**src/lrast_pkg.sv**
```systemverilog
// Package for the line rasterizer: payload structs, codes and default widths.
// Used by every module of the block; depends on nothing.
`timescale 1ns / 1ps

package lrast_pkg;

  // Fixed width of every coordinate and color field on the ports.
  localparam int FIELD_W = 16;

  // Default number of coordinate bits that the block actually uses.
  localparam int COORD_BITS_DEF = 16;

  // Command codes.
  localparam logic OP_START = 1'b0;
  localparam logic OP_STEP  = 1'b1;

  // Step direction codes on one axis.
  localparam logic [1:0] DIR_NONE  = 2'd0;
  localparam logic [1:0] DIR_PLUS  = 2'd1;
  localparam logic [1:0] DIR_MINUS = 2'd3;

  // One command item.
  typedef struct packed {
    logic               operation;
    logic [FIELD_W-1:0] x_start;
    logic [FIELD_W-1:0] y_start;
    logic [FIELD_W-1:0] x_end;
    logic [FIELD_W-1:0] y_end;
    logic [FIELD_W-1:0] line_color;
  } lrast_cmd_t;

  // One pixel item.
  typedef struct packed {
    logic [FIELD_W-1:0] pixel_x;
    logic [FIELD_W-1:0] pixel_y;
    logic [FIELD_W-1:0] pixel_color;
    logic               last_pixel;
  } lrast_pix_t;

endpackage

```
**src/lrast_axis.sv**
```systemverilog
// Per-axis line setup: absolute delta and step direction between two endpoints.
// Depends on lrast_pkg for the direction codes.
`timescale 1ns / 1ps

module lrast_axis #(
  parameter int COORD_BITS = lrast_pkg::COORD_BITS_DEF
) (
  input  logic [COORD_BITS-1:0] pos_a,
  input  logic [COORD_BITS-1:0] pos_b,
  output logic [COORD_BITS-1:0] mag,
  output logic [1:0]            dir
);

  // Comparisons pick the direction, one subtract gives the magnitude.
  always_comb begin
    if (pos_b > pos_a) begin
      mag = pos_b - pos_a;
      dir = lrast_pkg::DIR_PLUS;
    end else if (pos_b == pos_a) begin
      mag = '0;
      dir = lrast_pkg::DIR_NONE;
    end else begin
      mag = pos_a - pos_b;
      dir = lrast_pkg::DIR_MINUS;
    end
  end

endmodule

```
**src/lrast_stepper.sv**
```systemverilog
// Line state and one Bresenham step per command: setup on start, one pixel per step.
// Depends on lrast_pkg and lrast_axis.
`timescale 1ns / 1ps

module lrast_stepper #(
  parameter int COORD_BITS = lrast_pkg::COORD_BITS_DEF
) (
  input  logic                   clk,
  input  logic                   rst,
  input  logic                   go,
  input  lrast_pkg::lrast_cmd_t  cmd,
  output logic                   pix_vld,
  output lrast_pkg::lrast_pix_t  pix
);

  localparam int CB = COORD_BITS;
  localparam int EB = COORD_BITS + 1;
  localparam int FW = lrast_pkg::FIELD_W;

  // Line state.
  logic          active;
  logic [CB-1:0] cur_col;
  logic [CB-1:0] cur_row;
  logic [EB-1:0] err_col;
  logic [EB-1:0] err_row;
  logic [CB-1:0] abs_dcol;
  logic [CB-1:0] abs_drow;
  logic [1:0]    dir_col;
  logic [1:0]    dir_row;
  logic [CB-1:0] major_len;
  logic [EB-1:0] pixels_left;
  logic [FW-1:0] held_color;

  // Setup values for a new line.
  logic [CB-1:0] xs, ys, xe, ye;
  logic [CB-1:0] dcol_new, drow_new, major_new;
  logic [1:0]    dir_col_new, dir_row_new;
  logic          is_start;

  // Step values.
  logic [EB-1:0] major_e;
  logic [EB-1:0] sum_col, sum_row;
  logic          move_col, move_row;
  logic [EB-1:0] err_col_next, err_row_next;
  logic [CB-1:0] cur_col_next, cur_row_next;

  // Move a position one pixel in the given direction, wrapping at the coordinate width.
  function automatic logic [CB-1:0] step_pos(input logic [CB-1:0] pos, input logic [1:0] dir);
    logic [CB-1:0] res;
    case (dir)
      lrast_pkg::DIR_PLUS:  res = pos + CB'(1);
      lrast_pkg::DIR_MINUS: res = pos - CB'(1);
      default:              res = pos;
    endcase
    return res;
  endfunction

  assign is_start = (cmd.operation == lrast_pkg::OP_START);
  assign xs = cmd.x_start[CB-1:0];
  assign ys = cmd.y_start[CB-1:0];
  assign xe = cmd.x_end[CB-1:0];
  assign ye = cmd.y_end[CB-1:0];

  // Per-axis deltas and directions of the new line.
  lrast_axis #(.COORD_BITS(COORD_BITS)) u_axis_col (
    .pos_a (xs),
    .pos_b (xe),
    .mag   (dcol_new),
    .dir   (dir_col_new)
  );

  lrast_axis #(.COORD_BITS(COORD_BITS)) u_axis_row (
    .pos_a (ys),
    .pos_b (ye),
    .mag   (drow_new),
    .dir   (dir_row_new)
  );

  assign major_new = (dcol_new > drow_new) ? dcol_new : drow_new;

  // Error update: add the delta, and step the axis once the error passes the major length.
  // The error never exceeds twice the major length, so one extra bit holds it.
  always_comb begin
    major_e      = EB'(major_len);
    sum_col      = err_col + EB'(abs_dcol);
    sum_row      = err_row + EB'(abs_drow);
    move_col     = (sum_col > major_e);
    move_row     = (sum_row > major_e);
    err_col_next = move_col ? (sum_col - major_e) : sum_col;
    err_row_next = move_row ? (sum_row - major_e) : sum_row;
    cur_col_next = move_col ? step_pos(cur_col, dir_col) : cur_col;
    cur_row_next = move_row ? step_pos(cur_row, dir_row) : cur_row;
  end

  // A step command while a line runs yields the current pixel.
  assign pix_vld = go && !is_start && active;

  always_comb begin
    pix.pixel_x     = FW'(cur_col);
    pix.pixel_y     = FW'(cur_row);
    pix.pixel_color = held_color;
    pix.last_pixel  = (pixels_left == EB'(1));
  end

  // Control state: line activity and remaining pixel count.
  always_ff @(posedge clk) begin
    if (rst) begin
      active      <= 1'b0;
      pixels_left <= '0;
    end else if (go) begin
      if (is_start) begin
        active      <= 1'b1;
        pixels_left <= EB'(major_new) + EB'(2);
      end else if (active) begin
        if (pixels_left <= EB'(1)) begin
          active      <= 1'b0;
          pixels_left <= '0;
        end else begin
          pixels_left <= pixels_left - EB'(1);
        end
      end
    end
  end

  // Line geometry and walking position.
  always_ff @(posedge clk) begin
    if (go) begin
      if (is_start) begin
        cur_col    <= xs;
        cur_row    <= ys;
        err_col    <= '0;
        err_row    <= '0;
        abs_dcol   <= dcol_new;
        abs_drow   <= drow_new;
        dir_col    <= dir_col_new;
        dir_row    <= dir_row_new;
        major_len  <= major_new;
        held_color <= cmd.line_color;
      end else if (active) begin
        cur_col <= cur_col_next;
        cur_row <= cur_row_next;
        err_col <= err_col_next;
        err_row <= err_row_next;
      end
    end
  end

endmodule

```
**src/line_rasterizer_top.sv**
```systemverilog
// Line rasterizer: command input register, line stepper, pixel output register.
// Depends on lrast_pkg and lrast_stepper.
// A step command passes through the command register, then the stepper, into the pixel register.
// Throughput: one command per cycle while the pixel output is not stalled, one pixel per step
// command, set by the combinational error update in the stepper; start commands produce no pixel.
// Reset (synchronous, active high) empties both registers and leaves no line active.
`timescale 1ns / 1ps

module line_rasterizer_top #(
  parameter int COORD_BITS = lrast_pkg::COORD_BITS_DEF
) (
  input  logic                  clk,
  input  logic                  rst,
  input  logic                  cmd_valid,
  output logic                  cmd_ready,
  input  lrast_pkg::lrast_cmd_t cmd,
  output logic                  pix_valid,
  input  logic                  pix_ready,
  output lrast_pkg::lrast_pix_t pix
);

  logic                  cmd_vld_r;
  lrast_pkg::lrast_cmd_t cmd_r;
  logic                  go;
  logic                  step_vld;
  lrast_pkg::lrast_pix_t step_pix;
  logic                  pix_vld_r;
  lrast_pkg::lrast_pix_t pix_r;

  // The held command advances whenever the pixel register is free or being drained.
  assign go        = cmd_vld_r && (!pix_vld_r || pix_ready);
  assign cmd_ready = !cmd_vld_r || go;

  // Command register: takes a new transfer whenever the held one moves on.
  always_ff @(posedge clk) begin
    if (rst) begin
      cmd_vld_r <= 1'b0;
    end else if (cmd_ready) begin
      cmd_vld_r <= cmd_valid;
    end
  end

  always_ff @(posedge clk) begin
    if (cmd_ready) begin
      cmd_r <= cmd;
    end
  end

  lrast_stepper #(.COORD_BITS(COORD_BITS)) u_stepper (
    .clk     (clk),
    .rst     (rst),
    .go      (go),
    .cmd     (cmd_r),
    .pix_vld (step_vld),
    .pix     (step_pix)
  );

  // Pixel register: loaded by each step, cleared once its transfer completes.
  always_ff @(posedge clk) begin
    if (rst) begin
      pix_vld_r <= 1'b0;
    end else if (step_vld) begin
      pix_vld_r <= 1'b1;
    end else if (pix_ready) begin
      pix_vld_r <= 1'b0;
    end
  end

  always_ff @(posedge clk) begin
    if (step_vld) begin
      pix_r <= step_pix;
    end
  end

  assign pix_valid = pix_vld_r;
  assign pix       = pix_r;

endmodule

```
**config.mk**
```make
export PLATFORM = sky130hd
export DESIGN_NAME = line_rasterizer_top
export DESIGN_NICKNAME = d
export VERILOG_FILES = /design/src/lrast_pkg.sv /design/src/lrast_axis.sv /design/src/lrast_stepper.sv /design/src/line_rasterizer_top.sv
export SDC_FILE = /design/constraint.sdc
export NUM_CORES = 1
export LEC_CHECK = 0
export BUFFER_PORTS_ARGS = -buffer_cell sky130_fd_sc_hd__clkbuf_2
export CORE_MARGIN = 2
export CORE_UTILIZATION = 60
export CTS_BUF_LIST = sky130_fd_sc_hd__clkbuf_2 sky130_fd_sc_hd__clkbuf_4 sky130_fd_sc_hd__clkbuf_8
export DETAILED_ROUTE_END_ITERATION = 10
export PLACE_DENSITY = 0.76
export SLEW_MARGIN = 0
export SYNTH_ARGS = -nofsm -noshare
export SYNTH_HDL_FRONTEND = slang
export SYNTH_SLANG_ARGS = --single-unit
```
**constraint.sdc**
```tcl
create_clock -name clk -period 12.71 [get_ports clk]
set_clock_uncertainty 0.1 [all_clocks]
set_input_delay 0 -clock clk [delete_from_list [all_inputs] [get_ports clk]]
set_output_delay 0 -clock clk [all_outputs]
set_load 0.01 [all_outputs]
```
==> impl_metrics.toml, run 1 <==
[outcome]
status = "completed"

[worst_setup_path]
cp_max_fo = 19
rr_startpoint = "cmd_r[32]$_DFFE_PP_"
critPathLaunchType = "flop"
rrSetupSlack_ns = 6.34
rr_endpoint = "u_stepper.pixels_left[11]$_SDFFE_PP0P_"
cp-end-kind = "flop"
worstSetupPathType = "flop to flop"
ff2ff_path_depth = 27
critPathRequiredTime_ns = 13.06
critPathCapture = "u_stepper.pixels_left[11]$_SDFFE_PP0P_"
slowest_delay_ns = 0.49
cp.arrival_ns = 6.72
cp_slowest_cell = "a311o_1"
setup.worst_path.start = "cmd_r[32]$_DFFE_PP_"

[global_routing]
grt_usage_pct = 30.8
grt_pass1_vias = 14590
antenna_found_initial = 2
grt_max_degree = 76
grt_pass1_wl_microns = 76400
overflow = 0

[placed_design]
port_buffers = 135
dp_hpwl_microns = 34300
dp.cells = 2272
postPlaceCellArea_sq_um = 19400
globalplace.congestion = 0.965

[die]
start_util_pct = 60.6
die_h_microns = 179
row_count = 64
design.core.area_sq_um = 30300
die_w_microns = 179
die_area_sq_um = 32000
io_pins = 136

[drt]
ant_nets = 0
avgRoutedWirePerCell_microns = 19.6
drc = 0
drt_iter0_markers = 1197
wirelength_microns = 48700
viasPerCell = 6.04
dr.pass1.iters = 5
vias = 14985

[power]
p_sw_share_pct = 34.1
clkPwrFrac_pct = 29.3
power.switching_mw = 1.02
combinationalPowerShare_pct = 32.7
seq_power_share_pct = 38.0
p_leak_nw = 9.21
pwr_density_cell_nw_per_um2 = 138
ir_worst_vdd_mv = 0.0977
total_power_mw = 2.98
intPower_mw = 1.97

[timing]
fmax_mhz = 157
worst_pin_slew_ns = 1.05
setup-tns-final_ns = 0
final_hold_viol_count = 0
fin_crit_sh_pct = 50.1
rsz0062_at_grt = "no"
period_needed_ns = 6.37
drv_slew = 0
max-slew-margin-rel_pct = 30.1
finalSetupViolations = 0

[worst_hold_path]
hp-class = "input port to flop"

[cts]
cts.sinks = 284
numCtsBuffers = 47
clk_path_buf_depth = 3
cts_tree = "yes"
cts.clk_slew.worst_paths_ns = 0.06
clkLatencyLatePin_ns = 0.61
htreeDepth = 2
cts_root_buffer = "clkbuf_8"
post_cts_buffers = 0
cts_resized = 0

[logic_synthesis]
syn_nets = 2050
synth_edf_count = 264
yosysMostFrequentCell = "edfxtp_1"
ys_ff_latch = 284
synth_cells = 1783
synth_area_sq_um = 18400
yosys-top-cells-count = "264 x edfxtp_1, 177 x inv_1, 172 x ha_1"
yosysUniqueCellTypes = 98
netlist_top_cells_area = "edfxtp_1 43%, ha_1 12%, a21oi_1 3.6%, inv_1 3.6%, o21ai_0 3.2%"
synth-seq-area-share_pct = 45.3
ys.warnings.count = 0
async_reset_ff_share_pct = 0
syn_avg_cell_area_sq_um = 10.3
synth_flop_cell = "edfxtp_1"
synth_top_area_cell = "edfxtp_1"
synth_top_area_share_pct = 43.1

[layout]
drive_above_1_share_pct = 13.5
final_area_sq_um = 21600
fin_util_pct = 71.3
fin_cells = 2481
finish.net_count = 2314
syn2layout_area_growth_pct = 17.7

[job]
drv_cap = 0
==> per-layer routing <==
metal | wire length [microns] | GRT usage, %
met1 | 20000 | 40.2
met3 | 3240 | 4.18
met5 | 0 | 0
met4 | 1890 | 12.9
met2 | 23600 | 51.7
==> cell families (layout without fill, tap and decap cells) <==
kind of cell	Yosys count	count (layout)	synth area share (%)
compound gates	504	504	17.8
simple gates	463	463	12.9
flops	284	284	45.3
buf+inv	230	530	4.99
fa+ha+maj	182	182	12.8
xor+xnor	79	79	3.77
mux	41	41	2.39
other cells	0	2	0
==> sequential cells by signal, summed over array words and instances (netlist names), 2 cells and up <==
| register | count |
|---|---|
| u_stepper.abs_dcol | 16 |
| u_stepper.abs_drow | 16 |
| pix | 49 |
| u_stepper.err_row | 17 |
| u_stepper.dir_col | 2 |
| u_stepper.pixels_left | 17 |
| u_stepper.held_color | 16 |
| u_stepper.dir_row | 2 |
| u_stepper.major_len | 16 |
| u_stepper.cur_col | 16 |
| u_stepper.err_col | 17 |
| u_stepper.cur_row | 16 |
| cmd_r | 81 |
==> how the worst min path moves through the flow <==
stage	depth (start not counted)	slack, ns	endpoint	from
2_1_floorplan	1	-0.03	u_stepper.pixels_left[16]$_SDFFE_PP0P_	rst
3_3_place_gp	1	0.08	cmd_r[48]$_DFFE_PP_	cmd[48]
3_5_place_dp	1	0.08	cmd_r[8]$_DFFE_PP_	cmd[8]
4_1_cts	2	0.001	cmd_r[79]$_DFFE_PP_	cmd[79]
5_1_grt	2	0.01	cmd_r[43]$_DFFE_PP_	cmd[43]
6_report	2	0.009	cmd_r[46]$_DFFE_PP_	cmd[46]
==> cell usage in the layout (no fill, tap or decap), drive strengths merged, types with 31 or more instances in the layout <==
cell type	netlist	final
edfxtp	264	264
inv	177	178
nand3	65	65
a21oi	141	141
a21o	52	52
o31ai	31	31
nor3	59	59
dlygate4sd3	0	122
ha	172	172
nand2	116	116
nor2	92	92
o21ai	127	127
mux2i	34	34
xnor2	53	53
clkbuf	28	196
==> power groups by stage <==
stage	sequential, mW	clock (mW)	combinational [mW]
2_1_floorplan	1.14	0	0.720
3_3_place_gp	1.15	0	0.901
3_5_place_dp	1.15	0	0.923
4_1_cts	1.13	0.882	0.958
5_1_grt	1.14	0.925	1.07
6_report	1.13	0.873	0.976
==> critical path: cells and delay by family, from the launching register on <==
kind	cells	cell delay [ns]
adders and majority gates	4	1.20
muxes	1	0.33
xor gates and xnor gates	1	0.15
buffers and inverters	2	0.13
and+or+nand+nor	7	1.25
AOI/OAI and AO/OA	12	2.64
DFF	1	0.38
==> stage by stage <==
stage	setup WS, ns	hold slack [ns]
floorplan	7.31	-0.0338
global placement	6.54	0.0764
detailed placement	6.47	0.0786
CTS	6.41	0.00150
global route	5.84	0.0137
finish	6.34	0.00935
==> repair_timing <==
item                                    4_1_cts  5_1_grt
hold buffers                                122        0
endpoints found under the hold margin       105        0
endpoints found under the setup margin        0        0
==> area by class of cell <==
| class | instances | area [sq um] |
|---|---|---|
| clock buffer | 61 | 764 |
| timing repair buffer | 268 | 1980 |
| clock inverter | 24 | 245 |
| tap | 396 | 495 |
| fill | 2142 | 8720 |
| antenna | 2 | 5.00 |
| inverter | 177 | 664 |
| sequential | 284 | 8330 |
| multi-input combinational | 1269 | 9150 |
(Power assumes the default switching activity.)
==> run 2: changes to the inputs <==
==> constraint.sdc (replaced) <==
create_clock -name clk -period 6.59 [get_ports clk]
set_clock_uncertainty 0.1 [all_clocks]
set_input_delay 0 -clock clk [delete_from_list [all_inputs] [get_ports clk]]
set_output_delay 0 -clock clk [all_outputs]
set_load 0.01 [all_outputs]
==> run 2 against run 1 <==
  * Total power grew 92%
  * Highest routed layer unchanged
  * Final area is 0.77% lower
  * Worst hold slack improved by 0.010 ns
  * Critical path type unchanged
  * Sequential share of layout area increased by 0.30 points
  * Core utilization is 0.55 points lower
  * Flip-flop and latch count stayed put
==> impl_metrics.toml, run 2 (same netlist as run 1, synthesis figures left out) <==
[power]
p_leak_nw = 9.15
ir_worst_vdd_mv = 0.191
total_power_mw = 5.71
pwr_density_cell_nw_per_um2 = 266

[die]
io_pins = 136
row_count = 64
design.core.area_sq_um = 30300
die_h_microns = 179
die_area_sq_um = 32000
start_util_pct = 60.6
die_w_microns = 179

[placed_design]
dp_hpwl_microns = 35000
port_buffers = 135
place_ws_ns = 0.487
globalplace.congestion = 0.954

[global_routing]
grt_usage_pct = 31.4
overflow = 0
grt_pass1_vias = 15056
antenna_found_initial = 0
grt_max_degree = 74
grt_pass1_wl_microns = 77800

[timing]
setup-tns-final_ns = 0
setup_slack_ns = 0.438
worst_pin_slew_ns = 1.04
fin_crit_sh_pct = 93.3
rsz0062_at_grt = "no"
fmax_mhz = 163
finalSetupViolations = 0
drv_slew = 0
period_needed_ns = 6.15
max-slew-margin-rel_pct = 30.4
final_hold_viol_count = 0

[drt]
avgRoutedWirePerCell_microns = 20.1
viasPerCell = 6.10
drc = 0
dr.pass1.iters = 5
ant_nets = 0
drt_iter0_markers = 1224
wirelength_microns = 49800
vias = 15080

[layout]
drive_above_1_share_pct = 14.3
largest_register = "cmd_r"
fin_util_pct = 70.7
largest_reg_flops = 81
layout_common_cells = "264 x edfxtp_1, 175 x inv_1, 172 x ha_1, 135 x clkbuf_2, 133 x a21oi_1"
fillers = 2202
layout_commonest_cell = "edfxtp_1"
syn2layout_area_growth_pct = 16.8
finish.net_count = 2306

[cts]
cts.sinks = 284
numCtsBuffers = 47
cts_tree = "yes"
post_cts_buffers = 0
clk_path_buf_depth = 3
cts_root_buffer = "clkbuf_8"
clkLatencyLatePin_ns = 0.60
cts.clk_slew.worst_paths_ns = 0.07
htreeDepth = 2

[worst_setup_path]
cp_max_fo = 19
critPathLaunchType = "flop"
critPathRequiredTime_ns = 6.96
cp-end-kind = "flop"
cp.arrival_ns = 6.52
worstSetupPathType = "flop to flop"

[job]
drv_cap = 0

[outcome]
status = "completed"

[worst_hold_path]
hp-class = "input port to flop"
[run 2: worst max-delay path: stages, from the launching register on]
cell and delay, ns:
edfxtp_1 0.39, inv_1 0.07, ha_1 0.16, inv_1 0.05
fa_1 0.39, a21oi_1 0.23, o211ai_1 0.14, a21o_1 0.20
o21ai_2 0.32, nand2_2 0.25, mux2i_1 0.28, o21ai_0 0.16
a311o_1 0.46, ha_1 0.33, nand2_1 0.06, nor3_1 0.25
nand3_1 0.16, a21o_1 0.18, a21oi_1 0.29, a211oi_4 0.12
nand2_4 0.28, nor2_1 0.07, a21oi_1 0.18, ha_1 0.30
o21ai_1 0.17, xor2_1 0.18, a21oi_1 0.17, nor2_1 0.05
[run 2: path summary, 6_finish.rpt]
kind	start	to	slack, ns	depth (start not counted)
max	cmd_r[32]$_DFFE_PP_	u_stepper.pixels_left[7]$_SDFFE_PP0P_	0.44	27
min	cmd[10]	cmd_r[10]$_DFFE_PP_	0.02	2
max reg2reg	cmd_r[32]$_DFFE_PP_	u_stepper.pixels_left[7]$_SDFFE_PP0P_	0.44	27
min reg2reg	cmd_r[11]$_DFFE_PP_	u_stepper.held_color[11]$_DFFE_PP_	0.30	0
[run 2: per-layer routing]
layer / global-route usage, % / routed length (microns) / vias up
li1: - / - / 7155
met1: 39.0 / 20200 / 7204
met2: 54.7 / 24500 / 592
met3: 4.26 / 3060 / 129
met4: 13.5 / 2080 / 0
met5: 0 / 0 / -
[run 2: cell type report]
type,instances,area [sq um],share of cell area [%]
Antenna cell,1,2.50,0.0117
Tap cell,396,495,2.31
Clock inverter,35,272,1.26
Inverter,177,664,3.10
Timing Repair Buffer,260,1860,8.66
Sequential cell,284,8330,38.8
Multi-Input combinational cell,1269,9160,42.7
Clock buffer,52,684,3.19
[run 2: timing repair]
action | CTS | global route
endpoints found under the setup margin | 0 | 2
hold endpoints to repair | 105 | 5
resized for setup | 0 | 2
hold buffers | 93 | 5
[run 2: stage by stage]
stage                     hold slack, ns  std cells  area, sq um
after floorplan                  -0.0338       1783        18400
after global placement            0.0767       2288        19500
after detailed placement          0.0786       2288        19500
after CTS                        0.00112       2468        21400
after global routing            -0.00441       2473        21500
final                             0.0198       2474        21500
[run 2: power by group]
group	internal (mW)	leakage [nW]	switching, mW
clock network	0.830	0.489	0.770
logic	0.759	5.96	1.17
registers	2.12	2.70	0.0616
